### src/hdl/multipart_frame_deframer_top_assert.svh
// assertion macros used by the deframer sequencer module
`ifndef MULTIPART_FRAME_DEFRAMER_TOP_ASSERT_SVH
`define MULTIPART_FRAME_DEFRAMER_TOP_ASSERT_SVH

// same-cycle implication, sampled on clk, off while rst_n is low
`define MFD_ASSERT_IMPL(lbl, ante, cons) \
  lbl: assert property (@(posedge clk) disable iff (!rst_n) (ante) |-> (cons)) \
    else $error("mfd: same-cycle check failed");

// next-cycle implication, sampled on clk, off while rst_n is low
`define MFD_ASSERT_NEXT(lbl, ante, cons) \
  lbl: assert property (@(posedge clk) disable iff (!rst_n) (ante) |=> (cons)) \
    else $error("mfd: next-cycle check failed");

`endif

### src/hdl/mfd_pkg.sv
// shared constants, types and helpers of the multipart deframer
package mfd_pkg;

  localparam int MAX_BOUNDARY = 70;
  localparam int SIZE_BITS    = 24;
  localparam int KEY_LEN      = 9;
  localparam int BLANK_LEN    = 4;
  localparam int WIN_DEPTH    = (MAX_BOUNDARY + 1 > KEY_LEN) ? MAX_BOUNDARY + 1 : KEY_LEN;
  localparam int LEN_W        = $clog2(MAX_BOUNDARY + 1);
  localparam int CNT_W        = SIZE_BITS;
  localparam int FIELD_W      = 24;
  localparam int EXT_W        = (CNT_W > FIELD_W) ? CNT_W : FIELD_W;

  localparam logic [CNT_W-1:0]   COUNT_MAX = '1;
  localparam logic [FIELD_W-1:0] FIELD_MAX = '1;

  localparam logic [7:0] CH_QUOTE = 8'h22;
  localparam logic [7:0] CH_CR    = 8'h0d;
  localparam logic [7:0] CH_LF    = 8'h0a;

  // "boundary=" in arrival order
  localparam logic [7:0] KEY_TEXT [KEY_LEN] = '{
    8'h62, 8'h6f, 8'h75, 8'h6e, 8'h64, 8'h61, 8'h72, 8'h79, 8'h3d
  };

  // blank line after the part headers, arrival order
  localparam logic [7:0] BLANK_TEXT [BLANK_LEN] = '{CH_CR, CH_LF, CH_CR, CH_LF};

  typedef enum logic [2:0] {
    PH_KEY,
    PH_TOKEN,
    PH_BOUND,
    PH_BLANK,
    PH_DATA,
    PH_HALT
  } phase_t;

  // controls broadcast to every cell of the window chain
  typedef struct packed {
    logic win_shift;
    logic pat_shift;
    logic act_clear;
  } chain_ctrl_t;

  // compare results gathered from the chain
  typedef struct packed {
    logic       key_hit;
    logic       blank_hit;
    logic       bound_hit;
    logic [7:0] tap_byte;
  } chain_stat_t;

  // clip a byte count to the result field
  function automatic logic [FIELD_W-1:0] clip_size(input logic [CNT_W-1:0] val);
    logic [EXT_W-1:0] ext;
    ext = EXT_W'(val);
    if (ext > EXT_W'(FIELD_MAX)) begin
      return FIELD_MAX;
    end
    return FIELD_W'(ext);
  endfunction

endpackage

### src/hdl/mfd_cell.sv
// one cell of the window chain: history byte, boundary byte and its active flag
module mfd_cell
  import mfd_pkg::*;
(
  input  logic        clk,
  input  logic        rst_n,
  input  chain_ctrl_t ctrl,
  input  logic [7:0]  win_in,
  input  logic [7:0]  pat_in,
  input  logic        act_in,
  output logic [7:0]  win_out,
  output logic [7:0]  pat_out,
  output logic        act_out,
  output logic        hit,
  output logic [7:0]  sel_byte
);

  logic [7:0] win_r;
  logic [7:0] pat_r;
  logic       act_r;
  logic       act_nxt;

  always_ff @(posedge clk) begin
    if (ctrl.win_shift) begin
      win_r <= win_in;
    end
    if (ctrl.pat_shift) begin
      pat_r <= pat_in;
    end
  end

  always_comb begin
    act_nxt = act_r;
    if (ctrl.act_clear) begin
      act_nxt = 1'b0;
    end else if (ctrl.pat_shift) begin
      act_nxt = act_in;
    end
  end

  always_ff @(posedge clk) begin
    if (!rst_n) begin
      act_r <= 1'b0;
    end else begin
      act_r <= act_nxt;
    end
  end

  assign win_out  = win_r;
  assign pat_out  = pat_r;
  assign act_out  = act_r;
  // compare against the byte that moves in on this shift
  assign hit      = !act_r || (win_in == pat_r);
  // first inactive cell is the delay line tap
  assign sel_byte = (act_in && !act_r) ? win_in : 8'h00;

endmodule

### src/hdl/mfd_ctrl.sv
// phase sequencer, byte counter, pending frame end and result register
module mfd_ctrl
  import mfd_pkg::*;
(
  input  logic               clk,
  input  logic               rst_n,
  input  logic               in_valid,
  output logic               in_ready,
  input  logic [7:0]         in_stream_byte,
  input  logic               in_stream_restart,
  output logic               out_valid,
  input  logic               out_ready,
  output logic [7:0]         out_out_byte,
  output logic               out_frame_end,
  output logic [FIELD_W-1:0] out_frame_size,
  output logic               out_boundary_error,
  output chain_ctrl_t        chain_ctrl,
  input  chain_stat_t        chain_stat
);

  `include "multipart_frame_deframer_top_assert.svh"

  phase_t             phase_r;
  phase_t             phase_nxt;
  logic [CNT_W-1:0]   cnt_r;
  logic [CNT_W-1:0]   cnt_new;
  logic [LEN_W-1:0]   len_r;
  logic               pend_r;
  logic [FIELD_W-1:0] pend_size_r;
  logic               out_valid_r;
  logic [7:0]         out_byte_r;
  logic               out_frame_end_r;
  logic [FIELD_W-1:0] out_frame_size_r;
  logic               out_boundary_error_r;

  logic               acc;
  logic               key_ok;
  logic               blank_ok;
  logic               bound_ok;
  logic               data_ok;
  logic               len_full;
  logic               push;
  logic               pat_shift;
  logic               len_clear;
  logic               cnt_clear;
  logic               pend_set;
  logic               res_v;
  logic               res_end;
  logic               res_err;
  logic [7:0]         res_byte;
  logic [FIELD_W-1:0] res_size;
  logic [CNT_W-1:0]   frame_cnt;

  assign in_ready = !out_valid_r || out_ready;
  assign acc      = in_valid && in_ready;

  // saturating count including the byte pushed now
  assign cnt_new  = (cnt_r == COUNT_MAX) ? cnt_r : cnt_r + CNT_W'(1);
  assign key_ok   = chain_stat.key_hit && (cnt_new >= CNT_W'(KEY_LEN));
  assign blank_ok = chain_stat.blank_hit && (cnt_new >= CNT_W'(BLANK_LEN));
  assign bound_ok = chain_stat.bound_hit && (cnt_new >= CNT_W'(len_r));
  assign data_ok  = cnt_new > CNT_W'(len_r);
  assign len_full = len_r >= LEN_W'(MAX_BOUNDARY);
  assign frame_cnt = (cnt_new == COUNT_MAX) ? COUNT_MAX : cnt_new - CNT_W'(len_r);

  // next phase
  always_comb begin
    phase_nxt = phase_r;
    if (acc) begin
      if (in_stream_restart) begin
        phase_nxt = PH_KEY;
      end else begin
        case (phase_r)
          PH_KEY: begin
            if (key_ok) begin
              phase_nxt = PH_TOKEN;
            end
          end
          PH_TOKEN: begin
            if (in_stream_byte != CH_QUOTE) begin
              if (in_stream_byte == CH_CR) begin
                phase_nxt = (len_r == '0) ? PH_HALT : PH_BOUND;
              end else if (len_full) begin
                phase_nxt = PH_HALT;
              end
            end
          end
          PH_BOUND: begin
            if (bound_ok) begin
              phase_nxt = PH_BLANK;
            end
          end
          PH_BLANK: begin
            if (blank_ok) begin
              phase_nxt = PH_DATA;
            end
          end
          PH_DATA: begin
            if (bound_ok) begin
              phase_nxt = PH_BLANK;
            end
          end
          default: begin
            phase_nxt = phase_r;
          end
        endcase
      end
    end
  end

  // per-beat actions and result
  always_comb begin
    push      = 1'b0;
    pat_shift = 1'b0;
    len_clear = 1'b0;
    cnt_clear = 1'b0;
    pend_set  = 1'b0;
    res_v     = 1'b0;
    res_end   = 1'b0;
    res_err   = 1'b0;
    res_byte  = 8'h00;
    res_size  = '0;
    if (acc) begin
      if (pend_r) begin
        res_v    = 1'b1;
        res_end  = 1'b1;
        res_size = pend_size_r;
      end
      if (in_stream_restart) begin
        len_clear = 1'b1;
        cnt_clear = 1'b1;
      end else begin
        case (phase_r)
          PH_KEY: begin
            push = 1'b1;
            if (key_ok) begin
              len_clear = 1'b1;
              cnt_clear = 1'b1;
            end
          end
          PH_TOKEN: begin
            if (in_stream_byte != CH_QUOTE) begin
              if (in_stream_byte == CH_CR) begin
                if (len_r == '0) begin
                  res_v   = 1'b1;
                  res_err = 1'b1;
                end else begin
                  cnt_clear = 1'b1;
                end
              end else if (len_full) begin
                res_v   = 1'b1;
                res_err = 1'b1;
              end else begin
                pat_shift = 1'b1;
              end
            end
          end
          PH_BOUND: begin
            push = 1'b1;
            if (bound_ok) begin
              cnt_clear = 1'b1;
            end
          end
          PH_BLANK: begin
            push = 1'b1;
            if (blank_ok) begin
              cnt_clear = 1'b1;
            end
          end
          PH_DATA: begin
            push = 1'b1;
            if (bound_ok) begin
              cnt_clear = 1'b1;
              if (data_ok) begin
                pend_set = 1'b1;
                res_v    = 1'b1;
                res_byte = chain_stat.tap_byte;
              end
            end else if (data_ok) begin
              res_v    = 1'b1;
              res_byte = chain_stat.tap_byte;
            end
          end
          default: begin
            push = 1'b0;
          end
        endcase
      end
    end
  end

  always_ff @(posedge clk) begin
    if (!rst_n) begin
      phase_r     <= PH_KEY;
      cnt_r       <= '0;
      len_r       <= '0;
      pend_r      <= 1'b0;
      out_valid_r <= 1'b0;
    end else begin
      phase_r <= phase_nxt;
      if (acc) begin
        pend_r <= pend_set;
        if (cnt_clear) begin
          cnt_r <= '0;
        end else if (push) begin
          cnt_r <= cnt_new;
        end
        if (len_clear) begin
          len_r <= '0;
        end else if (pat_shift) begin
          len_r <= len_r + LEN_W'(1);
        end
      end
      if (acc && res_v) begin
        out_valid_r <= 1'b1;
      end else if (out_ready) begin
        out_valid_r <= 1'b0;
      end
    end
  end

  always_ff @(posedge clk) begin
    if (pend_set) begin
      pend_size_r <= clip_size(frame_cnt);
    end
    if (acc && res_v) begin
      out_byte_r           <= res_byte;
      out_frame_end_r      <= res_end;
      out_frame_size_r     <= res_size;
      out_boundary_error_r <= res_err;
    end
  end

  assign chain_ctrl.win_shift = push;
  assign chain_ctrl.pat_shift = pat_shift;
  assign chain_ctrl.act_clear = len_clear;

  assign out_valid          = out_valid_r;
  assign out_out_byte       = out_byte_r;
  assign out_frame_end      = out_frame_end_r;
  assign out_frame_size     = out_frame_size_r;
  assign out_boundary_error = out_boundary_error_r;

  `MFD_ASSERT_IMPL(a_pend_in_blank, pend_r, phase_r == PH_BLANK)
  `MFD_ASSERT_NEXT(a_pend_once, acc && pend_r, !pend_r)
  `MFD_ASSERT_IMPL(a_len_range, 1'b1, len_r <= LEN_W'(MAX_BOUNDARY))
  `MFD_ASSERT_NEXT(a_halt_sticky, phase_r == PH_HALT && !(acc && in_stream_restart), phase_r == PH_HALT)
  `MFD_ASSERT_NEXT(a_err_halts, acc && res_err, phase_r == PH_HALT)

endmodule

### src/hdl/multipart_frame_deframer_top.sv
// top level of the multipart stream deframer: window cell chain plus sequencer
// The deframer takes one byte of a multipart HTTP response per beat and hands
// out the image bytes of every part, a frame end beat carrying the part's size
// (saturating at 2^24-1), or a single boundary error beat when the boundary
// token is empty or longer than 70 bytes; after an error it drops bytes until
// a beat with in_stream_restart set. Rate: one input beat per clock, sustained,
// as long as results are taken; the result of a beat appears in the output
// register in the cycle after acceptance, and a new beat is taken in the same
// cycle the waiting result is taken. The rate is set by the 71-cell window
// chain, which shifts one byte per cycle while beats are accepted and compares
// every cell against its captured boundary byte in parallel. Image bytes leave
// the chain delayed by the boundary length, so the bytes of a trailing boundary
// are never forwarded. The frame end beat of a part is emitted on the beat after
// the last image byte, whatever that beat carries. Empty parts produce no beats.
module multipart_frame_deframer_top
  import mfd_pkg::*;
(
  input  logic               clk,
  input  logic               rst_n,
  input  logic               in_valid,
  output logic               in_ready,
  input  logic [7:0]         in_stream_byte,
  input  logic               in_stream_restart,
  output logic               out_valid,
  input  logic               out_ready,
  output logic [7:0]         out_out_byte,
  output logic               out_frame_end,
  output logic [FIELD_W-1:0] out_frame_size,
  output logic               out_boundary_error
);

  chain_ctrl_t          chain_ctrl;
  chain_stat_t          chain_stat;

  // per-cell connections; cell 0 is fed from the input beat
  logic [7:0]           win_in_v  [WIN_DEPTH];
  logic [7:0]           pat_in_v  [WIN_DEPTH];
  logic                 act_in_v  [WIN_DEPTH];
  logic [7:0]           win_q     [WIN_DEPTH];
  logic [7:0]           pat_q     [WIN_DEPTH];
  logic                 act_q     [WIN_DEPTH];
  logic [7:0]           sel_v     [WIN_DEPTH];
  logic [WIN_DEPTH-1:0] hit_v;

  logic                 key_hit;
  logic                 blank_hit;
  logic [7:0]           tap_byte;

  for (genvar i = 0; i < WIN_DEPTH; i++) begin : g_cell
    if (i == 0) begin : g_head
      // new byte enters both the history and the boundary capture
      assign win_in_v[i] = in_stream_byte;
      assign pat_in_v[i] = in_stream_byte;
      assign act_in_v[i] = 1'b1;
    end else begin : g_link
      assign win_in_v[i] = win_q[i-1];
      assign pat_in_v[i] = pat_q[i-1];
      assign act_in_v[i] = act_q[i-1];
    end

    mfd_cell u_cell (
      .clk      (clk),
      .rst_n    (rst_n),
      .ctrl     (chain_ctrl),
      .win_in   (win_in_v[i]),
      .pat_in   (pat_in_v[i]),
      .act_in   (act_in_v[i]),
      .win_out  (win_q[i]),
      .pat_out  (pat_q[i]),
      .act_out  (act_q[i]),
      .hit      (hit_v[i]),
      .sel_byte (sel_v[i])
    );
  end

  // keyword and blank-line detectors look at the window after this shift,
  // newest byte in cell 0
  always_comb begin
    key_hit = 1'b1;
    for (int j = 0; j < KEY_LEN; j++) begin
      if (win_in_v[j] != KEY_TEXT[KEY_LEN-1-j]) begin
        key_hit = 1'b0;
      end
    end
  end

  always_comb begin
    blank_hit = 1'b1;
    for (int j = 0; j < BLANK_LEN; j++) begin
      if (win_in_v[j] != BLANK_TEXT[BLANK_LEN-1-j]) begin
        blank_hit = 1'b0;
      end
    end
  end

  // only the first inactive cell drives its byte, so an or is the tap mux
  always_comb begin
    tap_byte = 8'h00;
    for (int j = 0; j < WIN_DEPTH; j++) begin
      tap_byte = tap_byte | sel_v[j];
    end
  end

  // inactive cells count as a hit, so the and covers exactly the boundary
  assign chain_stat.key_hit   = key_hit;
  assign chain_stat.blank_hit = blank_hit;
  assign chain_stat.bound_hit = &hit_v;
  assign chain_stat.tap_byte  = tap_byte;

  mfd_ctrl u_ctrl (
    .clk                (clk),
    .rst_n              (rst_n),
    .in_valid           (in_valid),
    .in_ready           (in_ready),
    .in_stream_byte     (in_stream_byte),
    .in_stream_restart  (in_stream_restart),
    .out_valid          (out_valid),
    .out_ready          (out_ready),
    .out_out_byte       (out_out_byte),
    .out_frame_end      (out_frame_end),
    .out_frame_size     (out_frame_size),
    .out_boundary_error (out_boundary_error),
    .chain_ctrl         (chain_ctrl),
    .chain_stat         (chain_stat)
  );

endmodule
### config.mk
export PLATFORM = sky130hd
export DESIGN_NAME = multipart_frame_deframer_top
export DESIGN_NICKNAME = d
export VERILOG_FILES = /design/src/hdl/mfd_pkg.sv /design/src/hdl/mfd_cell.sv /design/src/hdl/mfd_ctrl.sv /design/src/hdl/multipart_frame_deframer_top.sv
export VERILOG_INCLUDE_DIRS = /design/src /design/src/hdl
export SDC_FILE = /design/constraint.sdc
export NUM_CORES = 2
export LEC_CHECK = 0
export ABC_CLOCK_PERIOD_IN_PS = 6900
export BUFFER_PORTS_ARGS = -buffer_cell sky130_fd_sc_hd__buf_2
export CAP_MARGIN = 20
export CORE_ASPECT_RATIO = 1.1
export CORE_MARGIN = 2
export CORE_UTILIZATION = 57
export DETAILED_ROUTE_END_ITERATION = 6
export PLACE_DENSITY = 0.8
export REMOVE_ABC_BUFFERS = 1
export SYNTH_ARGS = -nofsm -noshare
export SYNTH_HDL_FRONTEND = slang
export SYNTH_HIERARCHICAL = 1
export SYNTH_SLANG_ARGS = --single-unit
### constraint.sdc
create_clock -name clk -period 6.9 [get_ports clk]
set_clock_uncertainty 0.15 [all_clocks]
set_input_delay 0.345 -clock clk [delete_from_list [all_inputs] [get_ports clk]]
set_output_delay 0.345 -clock clk [all_outputs]
set_load 0.01 [all_outputs]
==> results.md <==
* Pin count of the biggest net entering global routing at 181
* Post-Syn Area at 0.0548 sq mm
* Layout cells sized above 1 at 11.2%
* Die H at 329 um
* Routed WL per cell at 25.5 um
* Vias in the first global route at 31,300
* Post-synthesis to final-layout area growth at 10.9%
* Crit end category: flip-flop
* Initial DRC count at 3,605
* Routability cong. at 0.980
* Total core area at 0.0956 sq mm
* Reg area at 0.0378 sq mm
* IO Port Bufs at 48
* Die area at 0.0986 sq mm
* Crit path max fanout at 25
* Total Wirelength at 132,000 um
* Worst EP required at 7.34 ns
* Die X-Extent at 300 um
* Worst rel slew slack at 23.0%
* Hold Path Class: input pin to flip-flop
* Resized cells post-CTS at 0
* Maximum root-to-sink buffer count at 3
* Global route total overflow at 0
* Drt pass-1 iters at 6
* Via Count at 31,200
* Kind of critical path: flip-flop to flip-flop
* Starting density of the core at 57.3%
* Dpl cells at 4,938
* Final setup TNS at 0 ns
* Pleak at 18.8 nW
* Post-Synthesis Cells at 3,644
* Total CTS buffers at 119
* Initial antenna violation count at 4
* Skew-Pair Late Insertion Delay at 0.71 ns
* Layout Utilization at 63.6%
* Max Slew Vio Count at 0
* Pwr/cell area at 259 mW/mm^2
* Leading cell type in the layout, fill and taps excluded: edfxtp_1
* Maximum VDD drop at 216 uV
* Fmax achieved at 175 MHz
* Final ANT Viol Nets at 0
* RSZ-0062 raised after global routing: no
* Vias per cell at 6.02
* IO Count at 49
* Remaining DRCs at 0
* Max cap viols at 0
* Number of rows in the core area at 119
* Final HPWL DP at 91,700 um
* Outcome: finished clean
* Post-CTS Setup Repair Bufs at 0
* Worst-margin pin slew at 1.14 ns
* Tmin final at 5.72 ns
* CTS tree: built
* Final setup vio count at 0
* Sink Count at 1,293
* WHS at 0.0646 ns
* Root buf cell: clkbuf_16
* Cell Count, Final, Fillers Out at 5,176
* Final Hold Fails at 0
* Type of origin of the critical path: flip-flop
* Design Power at 15.7 mW
* Post-layout net count at 3,823
* Fill cell count at 6,827
* Yosys warning count at 6
* CTS H-tree lvls at 3
* Clock slew at reported path FFs at 0.06 ns
* Synth Area per Inst at 15.0 sq um
* Gr usage total at 26.7%
* Multi-input logic area at 0.0168 sq mm
* Most frequent cells in the layout: edfxtp_1, xnor2_1, and2_1, nand4_1, nor4_1
* Global-route wire length before repair at 196,000 um
* Final Cycle Share at 82.9%
* CP arrival at 6.15 ns
## layout make-up
| class | count | share of cell area, % |
|---|---|---|
| antenna | 1 | 0.00412 |
| clock buffer | 154 | 5.35 |
| clock inverter | 73 | 1.30 |
| inverter | 19 | 0.132 |
| multi-input combinational | 2294 | 27.6 |
| sequential | 1293 | 62.1 |
| tap | 1270 | 2.61 |
| timing repair buffer | 72 | 0.881 |
## routing by layer
metal,GRT usage [%],share of wire (%),vias up
li1,-,-,13900
met5,0,0.020,-
met2,43.5,48,1359
met3,3.41,7.0,255
met1,36.3,40,15700
met4,12.1,4.8,4
## critical path, stage by stage (launching register included)
cell and delay (ns):
dfxtp_1 0.50, nand4_1 0.50, nor2_2 0.58, nand2_1 0.28
nand2_1 0.22, xnor2_1 0.22, ha_1 0.37, a21o_1 0.21
a311o_1 0.33, o21ba_2 0.24, a2111o_1 0.49, o21ai_0 0.15
a21boi_1 0.13, and3_1 0.33, and2_1 0.57, o21a_1 0.33
## where the power goes
part	switching, mW	internal [mW]	leakage (nW)	total (mW)
sequential	0.112	8.60	10.6	8.71
clock	2.87	3.86	1.96	6.74
combinational	0.193	0.108	6.15	0.300
total	3.18	12.6	18.8	15.7
## registers in the layout (all words and copies together) (netlist names)
| register | count |
|---|---|
| g_cell.u_cell/act_out | 71 |
| g_cell.u_cell/pat_out | 568 |
| g_cell.u_cell/win_out | 560 |
| u_ctrl/cnt_r | 24 |
| u_ctrl/len_r | 7 |
| u_ctrl/out_boundary_error | 1 |
| u_ctrl/out_frame_end | 1 |
| u_ctrl/out_frame_size | 24 |
| u_ctrl/out_out_byte | 8 |
| u_ctrl/out_valid | 1 |
| u_ctrl/pend_r | 1 |
| u_ctrl/pend_size_r | 24 |
| u_ctrl/phase_r | 3 |
## stage by stage
stage	instance area (sq um)	setup slack (ns)
after floorplan	54600	-64.42
after global placement	56600	1.41
after detailed placement	56600	1.28
after CTS	60800	1.25
after global routing	60800	0.847
final	60800	1.18
## timing repair
action / CTS / global route
hold endpoints to repair: 18 / 0
endpoints found under the setup margin: 0 / 0
hold buffers: 10 / 0
## final timing paths
path | from | endpoint | slack (ns) | cells past startpoint
hold reg to reg | g_cell[54].u_cell/pat_out[4] | g_cell[55].u_cell/pat_out[4] | 0.32 | 0
setup reg to reg | u_ctrl/cnt_r[3] | u_ctrl/pend_r | 1.18 | 15
hold / removal | in_stream_restart | u_ctrl/phase_r[1] | 0.06 | 3
setup / recovery | u_ctrl/cnt_r[3] | u_ctrl/pend_r | 1.18 | 15
(Power assumes the default switching activity.)
